===== src/rtl/nsmf_pkg.sv =====
// Package of the substring match finder: configuration and result types,
// register indexes and field widths. Depends on nothing.
package nsmf_pkg;

  localparam int BYTE_W = 8;
  localparam int POS_W = 13;
  localparam int REG_INDEX_W = 3;
  localparam int CFG_DATA_W = 64;

  localparam logic [REG_INDEX_W-1:0] REG_PATTERN_BYTES = 3'd0;
  localparam logic [REG_INDEX_W-1:0] REG_PATTERN_LENGTH = 3'd1;
  localparam logic [REG_INDEX_W-1:0] REG_SKIP_COUNT = 3'd2;
  localparam logic [REG_INDEX_W-1:0] REG_REPORT_END = 3'd3;
  localparam logic [REG_INDEX_W-1:0] REG_START_LIMIT = 3'd4;

  typedef struct packed {
    logic [63:0] pattern_bytes;
    logic [3:0] pattern_length;
    logic [15:0] skip_count;
    logic report_end;
    logic [POS_W-1:0] start_limit;
  } cfg_t;

  typedef struct packed {
    logic found;
    logic [POS_W-1:0] position;
  } result_t;

endpackage


===== src/rtl/nsmf_in_stage.sv =====
// Input register of the substring match finder with its flow control.
// Depends on nsmf_pkg.
module nsmf_in_stage (
  input  logic clk,
  input  logic rst,
  input  logic s_tvalid,
  output logic s_tready,
  input  logic [nsmf_pkg::BYTE_W-1:0] s_tdata,
  input  logic s_tlast,
  input  logic res_free,
  output logic advance,
  output logic [nsmf_pkg::BYTE_W-1:0] text_byte,
  output logic last_byte
);

  logic held;

  // A held item moves on unless it needs the result register and that is full.
  assign advance = held && (!last_byte || res_free);
  assign s_tready = !held || advance;

  always_ff @(posedge clk) begin
    if (rst) begin
      held <= 1'b0;
    end else if (s_tready) begin
      held <= s_tvalid;
    end
  end

  always_ff @(posedge clk) begin
    if (s_tvalid && s_tready) begin
      text_byte <= s_tdata;
      last_byte <= s_tlast;
    end
  end

endmodule


===== src/rtl/nsmf_scan.sv =====
// Byte window, pattern compare and occurrence tracking of the match finder.
// Depends on nsmf_pkg.
module nsmf_scan #(
  parameter int PATTERN_MAX = 8,
  parameter int TEXT_MAX = 4096
) (
  input  logic clk,
  input  logic rst,
  input  nsmf_pkg::cfg_t cfg,
  input  logic advance,
  input  logic [nsmf_pkg::BYTE_W-1:0] text_byte,
  input  logic last_byte,
  output nsmf_pkg::result_t result
);

  localparam int PW = $clog2(TEXT_MAX + 1);
  localparam int CW = ((PW > nsmf_pkg::POS_W) ? PW : nsmf_pkg::POS_W) + 1;
  localparam int WI = (PATTERN_MAX > 1) ? $clog2(PATTERN_MAX) : 1;
  localparam logic [PW-1:0] TEXT_END = PW'(TEXT_MAX);
  localparam logic [3:0] LEN_MAX = 4'(PATTERN_MAX);

  logic [nsmf_pkg::BYTE_W-1:0] window [PATTERN_MAX];
  logic [nsmf_pkg::BYTE_W-1:0] window_next [PATTERN_MAX];
  logic [PW-1:0] byte_position;
  logic [PW-1:0] byte_position_next;
  logic [15:0] skips_left;
  logic [15:0] skips_left_next;
  logic match_seen;
  logic match_seen_next;
  logic [nsmf_pkg::POS_W-1:0] match_position;
  logic [nsmf_pkg::POS_W-1:0] match_position_next;

  logic [3:0] len_eff;
  logic [3:0] diff;
  logic [WI-1:0] idx;
  logic window_hit;
  logic [CW-1:0] pos_plus1;
  logic [CW-1:0] start;
  logic in_range;
  logic below_limit;
  logic counted;
  logic [15:0] skips_cur;

  always_comb begin
    window_next[0] = text_byte;
    for (int k = 1; k < PATTERN_MAX; k++) begin
      window_next[k] = window[k-1];
    end
  end

  assign len_eff = (cfg.pattern_length > LEN_MAX) ? LEN_MAX : cfg.pattern_length;

  // The newest byte sits at entry 0, so pattern byte c meets entry len-1-c.
  always_comb begin
    window_hit = 1'b1;
    diff = '0;
    idx = '0;
    for (int c = 0; c < PATTERN_MAX; c++) begin
      diff = len_eff - 4'(c) - 4'd1;
      idx = diff[WI-1:0];
      if ((4'(c) < len_eff) &&
          (window_next[idx] != cfg.pattern_bytes[8*c +: 8])) begin
        window_hit = 1'b0;
      end
    end
  end

  assign pos_plus1 = CW'(byte_position) + CW'(1);
  assign start = pos_plus1 - CW'(len_eff);
  assign in_range = (byte_position != TEXT_END) && (pos_plus1 >= CW'(len_eff));
  assign below_limit = (cfg.start_limit == '0) || (start < CW'(cfg.start_limit));
  assign counted = (len_eff != 4'd0) && in_range && !match_seen && window_hit &&
                   below_limit;
  assign skips_cur = (byte_position == '0) ? cfg.skip_count : skips_left;

  always_comb begin
    skips_left_next = skips_cur;
    match_seen_next = match_seen;
    match_position_next = match_position;
    if (counted) begin
      if (skips_cur != 16'd0) begin
        skips_left_next = skips_cur - 16'd1;
      end else begin
        match_seen_next = 1'b1;
        match_position_next = cfg.report_end ? pos_plus1[nsmf_pkg::POS_W-1:0]
                                             : start[nsmf_pkg::POS_W-1:0];
      end
    end
    byte_position_next = (byte_position == TEXT_END) ? byte_position
                                                     : byte_position + PW'(1);
  end

  always_comb begin
    result.found = match_seen_next;
    result.position = match_seen_next ? match_position_next : '0;
  end

  always_ff @(posedge clk) begin
    if (rst || (advance && last_byte)) begin
      for (int k = 0; k < PATTERN_MAX; k++) begin
        window[k] <= '0;
      end
      byte_position <= '0;
      skips_left <= '0;
      match_seen <= 1'b0;
      match_position <= '0;
    end else if (advance) begin
      for (int k = 0; k < PATTERN_MAX; k++) begin
        window[k] <= window_next[k];
      end
      byte_position <= byte_position_next;
      skips_left <= skips_left_next;
      match_seen <= match_seen_next;
      match_position <= match_position_next;
    end
  end

endmodule


===== src/rtl/nth_substring_match_finder.sv =====
// Top level of the substring match finder: configuration registers,
// input stage, scan unit and result register. Depends on nsmf_pkg,
// nsmf_in_stage and nsmf_scan.
//
// The text streams in one byte per item on the s_ channel, s_tlast on the
// final byte. The pattern (1 to 8 bytes), the number of occurrences to pass
// over, the start limit and the start/end selection are written through
// cfg_we, cfg_index and cfg_data while no text is in flight.
// Only the final byte of a text produces an item on the m_ channel:
// m_tuser is set when the wanted occurrence exists and m_tdata then holds
// its start, or its end when the end is selected, and zero otherwise.
// The block takes one byte every cycle while s_tready is high. The byte goes
// from the input register through the window compare into the result
// register, from which the result is shown on the m_ channel.
// When the receiver stalls, the result waits in the output register and bytes
// keep flowing until a second final byte arrives; that byte waits in the
// input register and s_tready drops until the result is taken.
// Reset empties both registers, clears the window and the tally, and loads the
// register defaults (pattern length one, everything else zero).
module nth_substring_match_finder #(
  parameter int PATTERN_MAX = 8,
  parameter int TEXT_MAX = 4096
) (
  input  logic clk,
  input  logic rst,
  input  logic s_tvalid,
  output logic s_tready,
  input  logic [7:0] s_tdata,   // [7:0] text_byte
  input  logic s_tlast,
  output logic m_tvalid,
  input  logic m_tready,
  output logic [15:0] m_tdata,  // [12:0] position, [15:13] zero
  output logic m_tuser,         // [0] found
  input  logic cfg_we,
  input  logic [nsmf_pkg::REG_INDEX_W-1:0] cfg_index,
  input  logic [nsmf_pkg::CFG_DATA_W-1:0] cfg_data
);

  nsmf_pkg::cfg_t cfg;
  nsmf_pkg::result_t result;
  nsmf_pkg::result_t out_reg;
  logic res_free;
  logic advance;
  logic [nsmf_pkg::BYTE_W-1:0] text_byte;
  logic last_byte;

  always_ff @(posedge clk) begin
    if (rst) begin
      cfg.pattern_bytes <= '0;
      cfg.pattern_length <= 4'd1;
      cfg.skip_count <= '0;
      cfg.report_end <= 1'b0;
      cfg.start_limit <= '0;
    end else if (cfg_we) begin
      case (cfg_index)
        nsmf_pkg::REG_PATTERN_BYTES:  cfg.pattern_bytes <= cfg_data;
        nsmf_pkg::REG_PATTERN_LENGTH: cfg.pattern_length <= cfg_data[3:0];
        nsmf_pkg::REG_SKIP_COUNT:     cfg.skip_count <= cfg_data[15:0];
        nsmf_pkg::REG_REPORT_END:     cfg.report_end <= cfg_data[0];
        nsmf_pkg::REG_START_LIMIT:    cfg.start_limit <= cfg_data[12:0];
        default: begin
        end
      endcase
    end
  end

  assign res_free = !m_tvalid || m_tready;

  nsmf_in_stage u_in_stage (
    .clk       (clk),
    .rst       (rst),
    .s_tvalid  (s_tvalid),
    .s_tready  (s_tready),
    .s_tdata   (s_tdata),
    .s_tlast   (s_tlast),
    .res_free  (res_free),
    .advance   (advance),
    .text_byte (text_byte),
    .last_byte (last_byte)
  );

  nsmf_scan #(
    .PATTERN_MAX (PATTERN_MAX),
    .TEXT_MAX    (TEXT_MAX)
  ) u_scan (
    .clk       (clk),
    .rst       (rst),
    .cfg       (cfg),
    .advance   (advance),
    .text_byte (text_byte),
    .last_byte (last_byte),
    .result    (result)
  );

  always_ff @(posedge clk) begin
    if (rst) begin
      m_tvalid <= 1'b0;
    end else if (advance && last_byte) begin
      m_tvalid <= 1'b1;
    end else if (m_tready) begin
      m_tvalid <= 1'b0;
    end
  end

  always_ff @(posedge clk) begin
    if (advance && last_byte) begin
      out_reg <= result;
    end
  end

  assign m_tuser = out_reg.found;
  assign m_tdata = 16'(out_reg.position);

endmodule


===== config.mk =====
export PLATFORM = sky130hd
export DESIGN_NAME = nth_substring_match_finder
export DESIGN_NICKNAME = d
export VERILOG_FILES = /design/src/rtl/nsmf_pkg.sv /design/src/rtl/nsmf_in_stage.sv /design/src/rtl/nsmf_scan.sv /design/src/rtl/nth_substring_match_finder.sv
export SDC_FILE = /design/constraint.sdc
export NUM_CORES = 1
export LEC_CHECK = 0
export CORE_ASPECT_RATIO = 1.1
export CORE_MARGIN = 5
export CORE_UTILIZATION = 60
export DETAILED_ROUTE_END_ITERATION = 8
export DONT_BUFFER_PORTS = 1
export PLACE_DENSITY = 0.75
export SLEW_MARGIN = 30
export SYNTH_ARGS = -nofsm -noshare
export SYNTH_HDL_FRONTEND = slang
export SYNTH_SLANG_ARGS = --single-unit

===== constraint.sdc =====
create_clock -name clk -period 6.8 [get_ports clk]
set_input_delay 0.68 -clock clk [delete_from_list [all_inputs] [get_ports clk]]
set_output_delay 0.68 -clock clk [all_outputs]
set_load 0.03 [all_outputs]

==> impl_metrics.tcl <==
set metrics [dict create \
    rows 60 \
    tns_ns 0 \
    routedWlPerCell_um 23.0 \
    yosysTopAreaCell "dfxtp_1" \
    peakVddDrop_mv 0.214 \
    coreArea_um2 24500 \
    cp_slowest_cell "dfxtp_1" \
    dp_hpwl_mm 32.1 \
    drv_cap 0 \
    timing.fmax_mhz 172 \
    critPathKind "reg -> reg" \
    maxSlewHeadroom_pct 35.7 \
    antenna_found_initial 0 \
    synth_edf_count 79 \
    drt_pass1_iterations 5 \
    cts_resized 0 \
    clockRootBuffer "clkbuf_16" \
    grt_remaining_overflow 0 \
    grt_use_total_pct 30.5 \
    drive_above_1_share_pct 8.09 \
    stdcell_area_um2 15800 \
    maxSlewViolCount 0 \
    hold_class "in -> reg" \
    numCtsBuffers 25 \
    tightest_slew_ns 0.962 \
    synth-async-reset-ratio_pct 0 \
    tritoncts "yes" \
    grt_max_degree 103 \
    die-area_um2 28000 \
    required_ns 7.27 \
    drtIter0Drc 1227 \
    final_common_cell "nand2_1" \
    multi_input_area_um2 8920 \
    total_power_mw 3.52 \
    die_w_um 160 \
    hold_viol 0 \
    initial_core_util_pct 60.8 \
    place_area_um2 14900 \
    synth_top_cells_by_area "dfxtp_1 (19%), edfxtp_1 (16%), mux2i_1 (8.7%), nand2_1 (6.4%), xnor2_1 (4.5%)" \
    crit_fanout 22 \
    cts_post_setup_buffers_inserted 0 \
    power_density_nw_per_um2 223 \
    synth.avg_cell_area_um2 8.81 \
    use_met1_pct 38.6 \
    synth_flop_cell "dfxtp_1" \
    synth.top_cell.area_share_pct 19.2 \
    portBuffers 0 \
    met3_usage_pct 5.00 \
    grt_pass1_wl_mm 69.0 \
    start_kind "flop" \
    n_antenna_cell 0 \
    h-tree-depth 1 \
    post_drt_via_cell_ratio 6.67 \
    leakage_nw 5.99 \
    seq_area_frac_synth_pct 35.2 \
    crit_chain "nor2b_1 > inv_1 > ha_1 > a21o_1 > a211oi_1 > nand2b_1 > xor2_1 > ha_1 > a21o_1 > a21o_1 > a21o_1 > a21oi_1 > nor2b_1 > o31a_1 > o31a_1 > a211oi_2 > nand4_1 > nor2_1 > a22o_1" \
    yosysWarningCount 0 \
    cts_hold_buf 0 \
    die_y_um 175 \
    outcome "finished clean" \
    grt_setup_unrepaired "no" \
    ys_ff_latch 222 \
    mostFrequentLayoutCells "nand2_1 (252), dfxtp_1 (140), a21oi_1 (132), mux2i_1 (129), nor2_1 (87)" \
    critPathMaxStageDelay_ns 0.85 \
    clkSlewWorstSetupHoldPaths_ns 0.06 \
    grtUsageMet2_pct 50.8 \
    grt_busiest_layer "met2" \
    post-route-period-util_pct 85.6 \
    min_period_ns 5.82 \
    area_growth_pct 5.96 \
    arrival_ns 6.29 \
    gp_congestion 0.990 \
    n_fill_cell 2072 \
    drtAntennaViolNets 0 \
    ys_types 94 \
    clockBufferDepth 3 \
    critPathMostFrequentCell "a21o_1" \
    grt_pass1_vias 12205 \
    cts.sinks 222 \
    setup_viol 0 \
    via_count 12955 \
    cp-end-kind "flop" \
    drc_errors 0 \
    final-seq-area_um2 5240 \
    wl_mm 44.6 \
    syn-cell-area_um2 14900 \
    ioPinCount 100 \
    clk_latency_ns 0.53 \
    skew_ns 0.00978 \
    fin_nets 1715 \
    synthCells 1688 \
]
[path summary, 6_finish.rpt]
check,slack (ns),cells after the start,endpoint,startpoint
hold reg to reg,0.45,2,u_scan.skips_left[0],u_scan.skips_left[0]
setup / recovery,0.98,19,u_scan.match_position[11],cfg[33]
setup reg to reg,0.98,19,u_scan.match_position[11],cfg[33]
hold / removal,0.22,1,m_tvalid,rst
[metal layers]
layer | share of wire, % | vias to the layer above
met5 | 0 | -
met4 | 5.9 | 0
met3 | 8.2 | 154
met2 | 48 | 644
met1 | 38 | 6180
li1 | - | 5977
[synth_stat cells (19+ instances only)]
| master | instances |
|---|---|
| nor2_1 | 89 |
| nand2_1 | 253 |
| dfxtp_1 | 143 |
| ha_1 | 19 |
| a22o_1 | 33 |
| buf_2 | 29 |
| mux4_2 | 19 |
| nor3_1 | 33 |
| o211ai_1 | 19 |
| inv_1 | 34 |
| edfxtp_1 | 79 |
| clkbuf_1 | 70 |
| nand3_1 | 29 |
| a21oi_1 | 132 |
| nor4_1 | 20 |
| xnor2_1 | 77 |
| mux2i_1 | 129 |
| o21ai_0 | 29 |
| and2_1 | 54 |
| o22ai_1 | 22 |
| xor2_1 | 55 |
[cells by family after synthesis]
family	synth area share [%]
AOI/OAI and AO/OA	17.6
adders and majority gates	1.73
buffers and inverters	5.16
xor gates and xnor gates	8.07
muxes	12.9
and+or+nand+nor	19.3
DFF	35.2
other	0.0252
[state kept, by name, indices dropped and copies added, names as in the netlist]
register,count
cfg,98
u_scan.window,56
u_scan.skips_left,16
m_tdata,13
u_scan.byte_position,13
u_scan.match_position,13
u_in_stage.text_byte,8
m_tuser,1
m_tvalid,1
u_in_stage.held,1
u_in_stage.last_byte,1
u_scan.match_seen,1
[critical path, delay by kind of cell (launching register included)]
kind | cells | cell delay, ns
flops | 1 | 0.85
fa+ha+maj | 2 | 0.66
compound gates | 10 | 2.31
buf+inv | 1 | 0.25
xor+xnor | 1 | 0.22
simple gates | 5 | 1.48
[where the power goes]
group	total (mW)	internal, mW	leakage (nW)	switching (mW)
Clock	1.44	0.876	0.438	0.560
Combinational	0.598	0.244	3.57	0.354
Sequential	1.49	1.42	1.99	0.0699
[layout make-up]
cell class	count	share of cell area, %
well taps	310	2.46
flip-flops and latches	222	33.2
multi-input cells	1302	56.6
repair buffers	26	1.24
clock inverters	10	0.873
inverters	37	0.897
clock buffers	34	4.70
[per-stage QoR]
step	std cells	setup WS (ns)	hold slack (ns)	utilization (%)
2_1_floorplan	1690	1.47	0.425	-
3_3_place_gp	1897	1.29	0.435	60.7
3_5_place_dp	1897	1.14	0.443	60.8
4_1_cts	1941	1.11	0.201	64.3
5_1_grt	1941	0.620	0.207	64.4
6_report	1941	0.977	0.216	64.4
No activity file was read; power rests on OpenSTA's default activity.
